`config.mk`:
```
export PLATFORM = sky130hd
export DESIGN_NAME = bpu_byte_sequencer
export DESIGN_NICKNAME = d
export VERILOG_FILES = /design/src/bpu_pkg.sv /design/src/bpu_byte_sequencer.sv
export SDC_FILE = /design/constraint.sdc
export NUM_CORES = 1
export LEC_CHECK = 0
export BUFFER_PORTS_ARGS = -buffer_cell sky130_fd_sc_hd__buf_2
export CAP_MARGIN = 20
export CORE_UTILIZATION = 60
export CTS_BUF_LIST = sky130_fd_sc_hd__clkbuf_8
export CTS_CLUSTER_DIAMETER = 40
export CTS_CLUSTER_SIZE = 20
export DETAILED_ROUTE_END_ITERATION = 10
export GPL_TIMING_DRIVEN = 0
export HOLD_SLACK_MARGIN = 0.08
export MAX_ROUTING_LAYER = met4
export PLACE_DENSITY = 0.84
export SYNTH_ARGS = -nofsm -noshare
export SYNTH_HDL_FRONTEND = slang
export SYNTH_SLANG_ARGS = --single-unit
```
`constraint.sdc`:
```
create_clock -name clk -period 7.1 [get_ports clk]
set_clock_uncertainty 0.05 [all_clocks]
set_input_delay 0.355 -clock clk [delete_from_list [all_inputs] [get_ports clk]]
set_output_delay 0.355 -clock clk [all_outputs]
set_load 0.01 [all_outputs]
```
`src/bpu_pkg.sv`:
```
// ----------------------------------------------------------------------------
// bpu_pkg
// Shared types and constants of the bitmap pixel unpacker.
// ----------------------------------------------------------------------------
package bpu_pkg;

  localparam int DEF_MAX_WIDTH     = 256;
  localparam int DEF_PALETTE_DEPTH = 256;

  typedef enum logic [2:0] {
    FMT_1BIT   = 3'd0,
    FMT_4BIT   = 3'd1,
    FMT_8BIT   = 3'd2,
    FMT_BGR24  = 3'd3,
    FMT_BGRA32 = 3'd4
  } fmt_t;

  typedef enum logic [1:0] {
    CFG_FORMAT = 2'd0,
    CFG_WIDTH  = 2'd1,
    CFG_HEIGHT = 2'd2
  } cfg_idx_t;

  localparam logic CMD_PALETTE = 1'b0;
  localparam logic CMD_PIXEL   = 1'b1;

  typedef struct packed {
    logic [2:0] fmt;
    logic [8:0] width;
    logic [8:0] height;
  } cfg_t;

  // One pixel handed from the sequencer to the palette read stage.
  typedef struct packed {
    logic        valid;
    logic        direct;
    logic [31:0] color;
    logic [7:0]  pal_idx;
    logic [7:0]  col;
    logic [7:0]  row;
    logic        last;
    logic        done;
  } issue_t;

  typedef struct packed {
    logic       in_ready;
    logic [3:0] left;
  } seq_status_t;

endpackage

```
`src/bpu_byte_sequencer.sv`:
```
// ----------------------------------------------------------------------------
// bpu_byte_sequencer
// Tracks row position, column and file row, gathers true color bytes and
// issues the pixels of one data byte, one per cycle unless the output stalls.
// ----------------------------------------------------------------------------
module bpu_byte_sequencer
  import bpu_pkg::*;
#(
  parameter int MAX_WIDTH = DEF_MAX_WIDTH
) (
  input  logic        clk,
  input  logic        rst_n,
  input  cfg_t        cfg,
  input  logic        restart,
  input  logic        adv,
  input  logic        acc_pixel,
  input  logic [7:0]  data_byte,
  output issue_t      issue,
  output seq_status_t status
);

  localparam logic [12:0] MAX_W = 13'(MAX_WIDTH);

  logic [10:0] pos_r, pos_nxt;
  logic [8:0]  col_r, col_nxt;
  logic [8:0]  frow_r, frow_nxt;
  logic [23:0] gath_r, gath_nxt;
  logic [1:0]  lane_r, lane_nxt;

  logic [3:0]  left_r, left_nxt;
  logic [7:0]  sbyte_r, sbyte_nxt;
  fmt_t        sfmt_r, sfmt_nxt;
  logic [8:0]  scol_r, scol_nxt;
  logic [7:0]  srow_r, srow_nxt;
  logic        slrow_r, slrow_nxt;
  logic [31:0] scolor_r, scolor_nxt;

  fmt_t        fmt_e;
  logic [8:0]  w_e, h_e, frow_e, rem, frow_inc, row_full;
  logic [10:0] w11, packed_len, stride;
  logic        in_packed, complete, row_end, fire;
  logic [3:0]  n;
  logic [31:0] color;
  logic [23:0] gath_upd;
  logic [1:0]  lane_upd;

  always_comb begin
    fmt_e = (cfg.fmt > 3'(FMT_BGRA32)) ? FMT_BGRA32 : fmt_t'(cfg.fmt);
    if (cfg.width == 9'd0) begin
      w_e = 9'd1;
    end else if ({4'b0, cfg.width} > MAX_W) begin
      w_e = MAX_W[8:0];
    end else begin
      w_e = cfg.width;
    end
    if (cfg.height == 9'd0) begin
      h_e = 9'd1;
    end else if (cfg.height > 9'd256) begin
      h_e = 9'd256;
    end else begin
      h_e = cfg.height;
    end
    w11 = {2'b0, w_e};
    unique case (fmt_e)
      FMT_1BIT:  packed_len = (w11 + 11'd7) >> 3;
      FMT_4BIT:  packed_len = (w11 + 11'd1) >> 1;
      FMT_8BIT:  packed_len = w11;
      FMT_BGR24: packed_len = w11 + (w11 << 1);
      default:   packed_len = w11 << 2;
    endcase
    stride    = (packed_len + 11'd3) & ~11'd3;
    frow_e    = (frow_r >= h_e) ? 9'd0 : frow_r;
    in_packed = pos_r < packed_len;
    rem       = w_e - col_r;
    complete  = (fmt_e == FMT_BGR24) ? (lane_r == 2'd2) : (lane_r == 2'd3);
    color     = (fmt_e == FMT_BGR24) ? {8'hFF, data_byte, gath_r[15:0]}
                                     : {data_byte, gath_r};
    n = 4'd0;
    if (in_packed) begin
      unique case (fmt_e)
        FMT_1BIT: n = (rem >= 9'd8) ? 4'd8 : rem[3:0];
        FMT_4BIT: n = (rem >= 9'd2) ? 4'd2 : rem[3:0];
        FMT_8BIT: n = (rem != 9'd0) ? 4'd1 : 4'd0;
        default:  n = (complete && rem != 9'd0) ? 4'd1 : 4'd0;
      endcase
    end
    gath_upd = gath_r;
    lane_upd = lane_r;
    if (in_packed && (fmt_e == FMT_BGR24 || fmt_e == FMT_BGRA32)) begin
      if (complete) begin
        gath_upd = 24'd0;
        lane_upd = 2'd0;
      end else begin
        lane_upd = lane_r + 2'd1;
        unique case (lane_r)
          2'd0:    gath_upd = gath_r | {16'd0, data_byte};
          2'd1:    gath_upd = gath_r | {8'd0, data_byte, 8'd0};
          2'd2:    gath_upd = gath_r | {data_byte, 16'd0};
          default: gath_upd = gath_r;
        endcase
      end
    end
    row_end  = ({1'b0, pos_r} + 12'd1) >= {1'b0, stride};
    frow_inc = frow_e + 9'd1;
    row_full = h_e - 9'd1 - frow_e;
  end

  assign fire = (left_r != 4'd0) && adv;
  assign status.in_ready = (left_r == 4'd0) || ((left_r == 4'd1) && adv);
  assign status.left = left_r;

  always_comb begin
    pos_nxt    = pos_r;
    col_nxt    = col_r;
    frow_nxt   = frow_r;
    gath_nxt   = gath_r;
    lane_nxt   = lane_r;
    left_nxt   = left_r;
    sbyte_nxt  = sbyte_r;
    sfmt_nxt   = sfmt_r;
    scol_nxt   = scol_r;
    srow_nxt   = srow_r;
    slrow_nxt  = slrow_r;
    scolor_nxt = scolor_r;
    if (fire) begin
      left_nxt = left_r - 4'd1;
      scol_nxt = scol_r + 9'd1;
      unique case (sfmt_r)
        FMT_1BIT: sbyte_nxt = sbyte_r << 1;
        FMT_4BIT: sbyte_nxt = sbyte_r << 4;
        default:  sbyte_nxt = sbyte_r;
      endcase
    end
    if (acc_pixel) begin
      left_nxt   = n;
      sbyte_nxt  = data_byte;
      sfmt_nxt   = fmt_e;
      scol_nxt   = col_r;
      srow_nxt   = row_full[7:0];
      slrow_nxt  = (frow_e == h_e - 9'd1);
      scolor_nxt = color;
      if (row_end) begin
        pos_nxt  = 11'd0;
        col_nxt  = 9'd0;
        gath_nxt = 24'd0;
        lane_nxt = 2'd0;
        frow_nxt = (frow_inc >= h_e) ? 9'd0 : frow_inc;
      end else begin
        pos_nxt  = pos_r + 11'd1;
        col_nxt  = col_r + {5'd0, n};
        frow_nxt = frow_e;
        gath_nxt = gath_upd;
        lane_nxt = lane_upd;
      end
    end
    if (restart) begin
      pos_nxt  = 11'd0;
      col_nxt  = 9'd0;
      frow_nxt = 9'd0;
      gath_nxt = 24'd0;
      lane_nxt = 2'd0;
    end
  end

  always_ff @(posedge clk) begin
    if (!rst_n) begin
      pos_r  <= '0;
      col_r  <= '0;
      frow_r <= '0;
      gath_r <= '0;
      lane_r <= '0;
      left_r <= '0;
    end else begin
      pos_r  <= pos_nxt;
      col_r  <= col_nxt;
      frow_r <= frow_nxt;
      gath_r <= gath_nxt;
      lane_r <= lane_nxt;
      left_r <= left_nxt;
    end
  end

  always_ff @(posedge clk) begin
    sbyte_r  <= sbyte_nxt;
    sfmt_r   <= sfmt_nxt;
    scol_r   <= scol_nxt;
    srow_r   <= srow_nxt;
    slrow_r  <= slrow_nxt;
    scolor_r <= scolor_nxt;
  end

  always_comb begin
    issue.valid  = left_r != 4'd0;
    issue.direct = (sfmt_r == FMT_BGR24) || (sfmt_r == FMT_BGRA32);
    issue.color  = scolor_r;
    unique case (sfmt_r)
      FMT_1BIT: issue.pal_idx = {7'd0, sbyte_r[7]};
      FMT_4BIT: issue.pal_idx = {4'd0, sbyte_r[7:4]};
      default:  issue.pal_idx = sbyte_r;
    endcase
    issue.col  = scol_r[7:0];
    issue.row  = srow_r;
    issue.last = left_r == 4'd1;
    issue.done = slrow_r && (scol_r == w_e - 9'd1);
  end

endmodule

```
==> out/qor.yml, run 1 <==
run:
  max_cap_violations: 0
setup_path:
  cpMaxStageDelayCell: "a221oi_2"
  critical_path.top_delay_family: "simple AND/OR/NAND/NOR gates"
  timing.critical_path.from_type: "primary input"
  cpPeakStageDelay_ns: 0.54
  worstPathRequired_ns: 7.37
  critical_path.startpoint: "cfg[13]"
  critPathCaptureType: "register"
  rrSetupSlack_ns: 1.95
  critPathArrivalTime_ns: 6.80
  critPathMaxFanout: 8
  path_class: "in -> reg"
  worst_r2r_startpoint: "frow_r[0]"
  cp_num_buf_inv: 5
synthesis:
  synth_top_flop_cell: "edfxtp_1"
  synthCells: 1007
  seq_area_frac_synth: 0.344
  synth-edff-count: 61
  synth_area_per_cell_um2: 8.69
  synth-seq-cells: 120
  async_flop_share: 0
  syn-cell-area_um2: 8750
  number_of_different_library_cells_in_the_post_synthesis_netlist: 78
  synth_nets: 1131
  synth.yosys.warnings: 0
die:
  placement_rows: 43
  design.die.area_um2: 15100
  initial_cell_density_of_the_core: 0.623
  floorplan.die.height_um: 123
  ios: 99
  floorplan.die.width_um: 123
  fp.coreArea_um2: 14000
worst_hold_path:
  hp-start: "data_byte[0]"
  min_path_type: "in -> reg"
drt:
  wire_per_inst_um: 16.9
  route.final.wire_length_um: 22300
  dr_total_vias: 7926
  first_iter_violations: 743
  ant_nets: 0
  detail_route.drc_violations: 0
  drt_pass1_iterations: 5
  drt-vias-per-instance: 6.02
global_route:
  grt_pass1_wl_um: 36300
  grt.total_usage: 0.316
  maximum_number_of_pins_on_one_net_before_global_route_repair: 49
  antenna_violations_before_repair: 0
  number_of_global_route_vias_before_repair: 7516
  grt-ovfl-total: 0
power:
  p_int_mw: 1.24
  clockPowerShare: 0.360
  seq_power_share: 0.440
  worst_ir_drop_vdd_v: 0.000130
  leakage_nw: 4.21
  powerDensity_nw_per_um2: 182
  tot_pwr_mw: 1.80
  netSwitchingPower_mw: 0.561
  combinationalPowerShare: 0.200
  sw_frac_of_total: 0.312
sta:
  setup_violations: 0
  fmaxAchievable_mhz: 153
  report.final.hold_viol_count: 0
  slew_violations: 0
  worst-slew-pin-transition_ns: 1.06
  grt_setup_unrepaired: "false"
  worst_slack_ns: 0.568
  layout_worst_path_cycle_share: 0.920
  relSlewSlack: 0.295
  finalCriticalPeriod_ns: 6.53
clocking:
  clk_path_buf_depth: 2
  clockRootBuffer: "clkbuf_8"
  clock_tree.htree_level_count: 4
  tritoncts: "yes"
  worstSkewPairLatency_ns: 0.44
  total_cts_buffers: 17
  clock-sinks: 120
  cts.reportedPaths.clkPinSlew_ns: 0.08
finish:
  area_growth_syn_to_layout_pct: 13.0
  fin_cells: 1316
  fillCellCount: 1081
  final_layout_size_suffix_gt1_frac: 0.146
  antennaDiodeCount: 0
  numnets_final: 1247
placed_design:
  dp_cells: 1283
  pre_cts_ws_ns: -0.0746
  port_buffers: 96
  globalplace.congestion: 0.974
  post-dp-hpwl_um: 16800
status:
  run_status: "complete, no violations"
registers in the layout (all words and copies together), names as in the netlist:
signal    cells
scolor_r     32
sbyte_r       8
frow_r        9
pos_r        11
gath_r       24
scol_r        9
col_r         9
slrow_r       1
left_r        4
sfmt_r        3
lane_r        2
srow_r        8
cell type report:
| cell class | instances | area [um^2] | area share |
|---|---|---|---|
| plain buffers | 44 | 241 | 0.0244 |
| clock buffers | 17 | 234 | 0.0237 |
| clock inverters | 15 | 184 | 0.0186 |
| inverters | 57 | 216 | 0.0219 |
| multi-input cells | 786 | 5290 | 0.535 |
| flip-flops and latches | 120 | 3010 | 0.305 |
| well taps | 180 | 225 | 0.0228 |
| repair buffers | 97 | 485 | 0.0491 |
metrics by stage:
step	hold slack, ns	TNS, ns	cell area, um^2	util
after floorplan	0.359	0	8750	-
after global placement	0.361	0	9460	0.674
after detailed placement	0.365	-0.0832	9460	0.674
after CTS	0.167	0	9880	0.703
after global routing	0.165	0	9890	0.704
final	0.188	0	9890	0.704
path summary, 6_finish.rpt:
kind | endpoint | cells after the start
worst max-delay path | col_r[8] | 31
worst max register to register | frow_r[8] | 22
worst min-delay path | scolor_r[24] | 2
worst min register to register | scolor_r[6] | 0
power groups by stage:
| stage | registers [mW] | logic, mW | clock network [mW] |
|---|---|---|---|
| 6_report | 0.792 | 0.360 | 0.649 |
| 3_5_place_dp | 0.807 | 0.353 | 0 |
| 5_1_grt | 0.795 | 0.403 | 0.686 |
| 2_1_floorplan | 0.809 | 0.235 | 0 |
| 4_1_cts | 0.791 | 0.356 | 0.654 |
| 3_3_place_gp | 0.806 | 0.345 | 0 |
cell families (layout without fill, tap and decap cells):
logic type                 count (synthesis)  after routing  synth area share
xor gates and xnor gates                  79             79            0.0791
and+or+nand+nor                          378            378             0.210
DFF                                      120            120             0.344
buffers and inverters                    101            230            0.0523
adders and majority gates                 90             90             0.132
muxes                                     12             12            0.0154
AOI/OAI and AO/OA                        227            227             0.167
placed cells by master, fill, tap and decap left out, types with 7 or more instances in the layout:
cell type / Yosys / routed
nand2_1: 130 / 130
buf_2: 0 / 97
nor2_1: 95 / 95
ha_1: 86 / 86
o21ai_0: 61 / 61
edfxtp_1: 61 / 61
dfxtp_1: 59 / 59
inv_1: 55 / 55
xnor2_1: 51 / 51
a21oi_1: 50 / 50
nand3_1: 36 / 36
xor2_1: 28 / 28
clkbuf_1: 25 / 25
nand2b_1: 24 / 24
nor2b_1: 23 / 23
clkbuf_8: 3 / 20
o21a_1: 17 / 17
a31oi_1: 16 / 16
a21o_1: 15 / 15
and3_1: 12 / 12
buf_4: 10 / 10
nor4_1: 9 / 9
mux2i_1: 9 / 9
nand4_1: 8 / 8
nand3b_1: 8 / 8
o32ai_1: 8 / 8
nor3_1: 7 / 7
o22ai_1: 7 / 7
repair_timing:
item / CTS / global route
resized for setup: 0 / 1
setup buffers: 0 / 0
setup endpoints to repair: 0 / 3
hold buffers: 0 / 0
synth_stat cells (5+ instances only):
master    instances  area [um^2]
a22oi_1           5         37.5
clkbuf_1         25         93.8
a211oi_1          6         45.0
nand3_1          36          180
a21o_1           15          113
o22ai_1           7         43.8
nand4_1           8         50.1
nand3b_1          8         60.1
o21ai_0          61          305
nand2_1         130          488
a21oi_1          50          250
nor4_1            9         56.3
mux2i_1           9         90.1
inv_1            55          206
ha_1             86         1080
and3_1           12         75.1
nor3_1            7         35.0
nor2_1           95          357
dfxtp_1          59         1180
nor2b_1          23          144
o32ai_1           8         70.1
o21a_1           17          128
xor2_1           28          245
nand2b_1         24          150
edfxtp_1         61         1830
buf_4            10         75.1
xnor2_1          51          447
a31oi_1          16          100
routing by layer:
| layer | global-route usage | part of all wire | vias to the layer above |
|---|---|---|---|
| met4 | 0.104 | 0.016 | 0 |
| li1 | - | - | 3800 |
| met2 | 0.504 | 0.47 | 376 |
| met1 | 0.396 | 0.44 | 3709 |
| met3 | 0.0706 | 0.077 | 41 |
| met5 | - | 0 | - |
Power figures use the tool's default switching activity.
==> run 2, diff against run 1 <==
- ABC_AREA: default -> 1
- PLACE_DENSITY: 0.84 -> 0.83
- clock period: 7.1 -> 6.58 ns (I/O delays scaled with it)
==> run 2 against run 1 <==
Against the previous run:
- sequential power grew 9.8%
- first-iteration DRC count shrank 5.1%
- total power grew 11%
- worst hold slack got worse by 0.060 ns
- utilization fell by 1.3 points
- synthesized cell count is 29% higher
- combinational power increased by 42%
- sequential cell count is the same
- area after synthesis increased by 7.8%
- highest routed layer unchanged
==> out/qor.yml, run 2 <==
sta:
  report.final.hold_viol_count: 0  # unchanged
  setup-tns-final_ns: 0  # unchanged
  layout_worst_path_cycle_share: 0.886
  slew_violations: 0  # unchanged
  relSlewSlack: 0.241  # was 0.295
  grt_setup_unrepaired: "false"  # unchanged
  final.hold.worst_slack_ns: 0.128  # was 0.188 ns
  finalCriticalPeriod_ns: 5.83
  worst_slack_ns: 0.750  # was 0.568 ns
  fmaxAchievable_mhz: 172
  worst-slew-pin-transition_ns: 1.14  # was 1.06 ns
  setup_violations: 0  # unchanged
die:
  placement_rows: 45  # was 43
  ios: 99  # unchanged
  floorplan.die.height_um: 127  # was 123 um
  design.die.area_um2: 16200  # was 15100 um^2
  initial_cell_density_of_the_core: 0.618  # was 0.623
  floorplan.die.width_um: 127  # was 123 um
  fp.coreArea_um2: 15300  # was 14000 um^2
setup_path:
  critPathCaptureType: "register"  # unchanged
  ff2ff_path_depth: 26  # was 22
  path_class: "in -> reg"  # unchanged
  worstPathRequired_ns: 6.84  # was 7.37 ns
  cpMaxStageDelayCell: "fa_1"  # was a221oi_2
  rrSetupSlack_ns: 2.23  # was 1.95 ns
  timing.critical_path.from_type: "primary input"  # unchanged
  worst_r2r_endpoint: "col_r[8]"  # was frow_r[8]
  worst_r2r_startpoint: "col_r[0]"  # was frow_r[0]
  path_common_cell: "nand2_1"
  critPathArrivalTime_ns: 6.09  # was 6.80 ns
  cpPeakStageDelay_ns: 0.40  # was 0.54 ns
  critPathMaxFanout: 7  # was 8
synthesis:
  synth-edff-count: 61  # unchanged
  syn-cell-area_um2: 9430  # was 8750 um^2
  synth.yosys.warnings: 0  # unchanged
  synth-seq-cells: 120  # unchanged
  synthCells: 1300  # was 1007
  number_of_different_library_cells_in_the_post_synthesis_netlist: 57  # was 78
  synth_top_cell_by_area: "edfxtp_1"  # unchanged
  synth_top_flop_cell: "edfxtp_1"  # unchanged
  async_flop_share: 0  # unchanged
  synth.top_cell.area_share: 0.194  # was 0.209
  synth_top_cells_by_area: "edfxtp_1 19%, dfxtp_1 13%, nand2_1 12%, ha_1 11%, inv_1 8.3%"  # was edfxtp_1 21%, dfxtp_1 13%, ha_1 12%, nand2_1 5.6%, xnor2_1 5.1%
  seq_area_frac_synth: 0.319  # was 0.344
  yosysMostFrequentCell: "nand2_1"  # unchanged
  synth_area_per_cell_um2: 7.26  # was 8.69 um^2
  synth_nets: 1424  # was 1131
  top_post_synthesis_cells_by_count: "309 x nand2_1, 208 x inv_1, 122 x nor2_1, 87 x o21ai_0, 86 x ha_1"  # was 130 x nand2_1, 95 x nor2_1, 86 x ha_1, 61 x edfxtp_1, 61 x o21ai_0
power:
  leakage_nw: 5.02  # was 4.21 nW
  worst_ir_drop_vdd_v: 0.000151  # was 0.000130 V
  powerDensity_nw_per_um2: 189  # was 182 nW/um^2
  tot_pwr_mw: 1.99  # was 1.80 mW
worst_hold_path:
  hold_path_end: "left_r[3]"  # was scolor_r[24]
  hp-start: "rst_n"  # was data_byte[0]
  timing.hold.worst_path_depth: 3  # was 2
  min_path_type: "in -> reg"  # unchanged
drt:
  drt_pass1_iterations: 8  # was 5
  route.final.wire_length_um: 23700  # was 22300 um
  wire_per_inst_um: 14.5  # was 16.9 um
  drt-vias-per-instance: 5.43  # was 6.02
  dr_total_vias: 8907  # was 7926
  first_iter_violations: 705  # was 743
  detail_route.drc_violations: 0  # unchanged
  ant_nets: 0  # unchanged
clocking:
  postCtsHoldBufs: 0  # unchanged
  post_cts_setup_repair_buffer_count: 0  # unchanged
  tritoncts: "yes"  # unchanged
  total_cts_buffers: 17  # unchanged
  ctsResizeCount: 0  # unchanged
  clock_tree.htree_level_count: 4  # unchanged
  cts.reportedPaths.clkPinSlew_ns: 0.08  # about the same
  clockRootBuffer: "clkbuf_8"  # unchanged
  clk_path_buf_depth: 2  # unchanged
  clock-sinks: 120  # unchanged
  worstSkewPairLatency_ns: 0.45  # was 0.44 ns
finish:
  area_growth_syn_to_layout_pct: 11.7  # was 13.0%
  largest_reg_flops: 32  # unchanged
  registers.top_by_ff_count: "scolor_r"  # unchanged
  top_regs: "scolor_r (32), gath_r (24), pos_r (11)"  # unchanged
  numnets_final: 1540  # was 1247
  regArea_um2: 3010  # unchanged
  total_area_of_multi_input_combinational_cells_um2: 5410  # was 5290 um^2
  final_common_cell: "nand2_1"  # unchanged
  layout.cells.most_common_list: "309 x nand2_1, 208 x inv_1, 122 x nor2_1, 99 x buf_2, 87 x o21ai_0"  # was 130 x nand2_1, 97 x buf_2, 95 x nor2_1, 86 x ha_1
  antennaDiodeCount: 0  # unchanged
  fillCellCount: 1311  # was 1081
  final_layout_size_suffix_gt1_frac: 0.141  # was 0.146
  fin_cells: 1640  # was 1316
  design_area_um2: 10500  # was 9890 um^2
  layout.core_utilization: 0.691  # was 0.704
global_route:
  grt_pass1_wl_um: 39000  # was 36300 um
  grt.total_usage: 0.313  # was 0.316
  grt-ovfl-total: 0  # unchanged
  maximum_number_of_pins_on_one_net_before_global_route_repair: 49  # unchanged
  number_of_global_route_vias_before_repair: 8224  # was 7516
  antenna_violations_before_repair: 0  # unchanged
placed_design:
  port_buffers: 97  # was 96
  post-dp-hpwl_um: 18200  # was 16800 um
  globalplace.congestion: 0.936  # was 0.974
  dp_cells: 1608  # was 1283
  pre_cts_ws_ns: 0.413  # was -0.0746 ns
  post_dp_cell_area_um2: 10200  # was 9460 um^2
status:
  run_status: "complete, no violations"  # unchanged
run:
  max_cap_violations: 0  # unchanged
-- run 2: cell count changes after synthesis, moves of 16 or more --
cell      change
xnor2_1      -35
nand2b_1     -24
o21ai_0      +26
nand3_1      +16
a21oi_1      +19
nand2_1     +179
nand4_1      +25
nor2_1       +27
inv_1       +153
nor2b_1      -23
-- run 2: worst max-delay path, delay by kind of cell --
family                   cells  cell delay (ns)
AND/OR/NAND/NOR             18             2.12
adder cells (fa/ha/maj)      5             1.45
AO/OA/AOI/OAI                8             1.37
buffers and inverters        6             0.68
XOR/XNOR                     1             0.13
-- run 2: cell type report --
class	count	area share
Inverter	216	0.0774
Clock buffer	19	0.0248
Multi-Input combinational cell	931	0.513
Buffer	33	0.0184
Timing Repair Buffer	97	0.0461
Clock inverter	13	0.00902
Tap cell	211	0.0251
Sequential cell	120	0.286
-- run 2: logic make-up after synthesis --
family / Yosys count / synth area share
and+or+nand+nor: 581 / 0.279
buffers and inverters: 249 / 0.107
AOI/OAI and AO/OA: 210 / 0.125
DFF: 120 / 0.319
adders and majority gates: 90 / 0.123
xor gates and xnor gates: 50 / 0.0464
-- run 2: routing by layer --
| metal | track usage | part of all wire | up-vias |
|---|---|---|---|
| met5 | - | 0 | - |
| met4 | 0.0889 | 0.018 | 0 |
| met3 | 0.0549 | 0.075 | 49 |
| met2 | 0.512 | 0.47 | 369 |
| met1 | 0.397 | 0.43 | 4021 |
| li1 | - | - | 4468 |
-- run 2: where the power goes --
group          internal, mW  switching (mW)  total, mW
combinational         0.186           0.327      0.513
sequential            0.842          0.0282      0.870
clock                 0.283           0.328      0.610
total                  1.31           0.683       1.99
-- run 2: worst max path at each step --
stage	startpoint	to	slack [ns]
6_report	cfg[15]	col_r[8]	0.75
5_1_grt	cfg[15]	col_r[8]	0.19
4_1_cts	cfg[15]	col_r[8]	0.85
3_5_place_dp	cfg[15]	col_r[8]	0.41
3_3_place_gp	cfg[15]	col_r[8]	0.54
2_1_floorplan	cfg[15]	col_r[8]	1.42
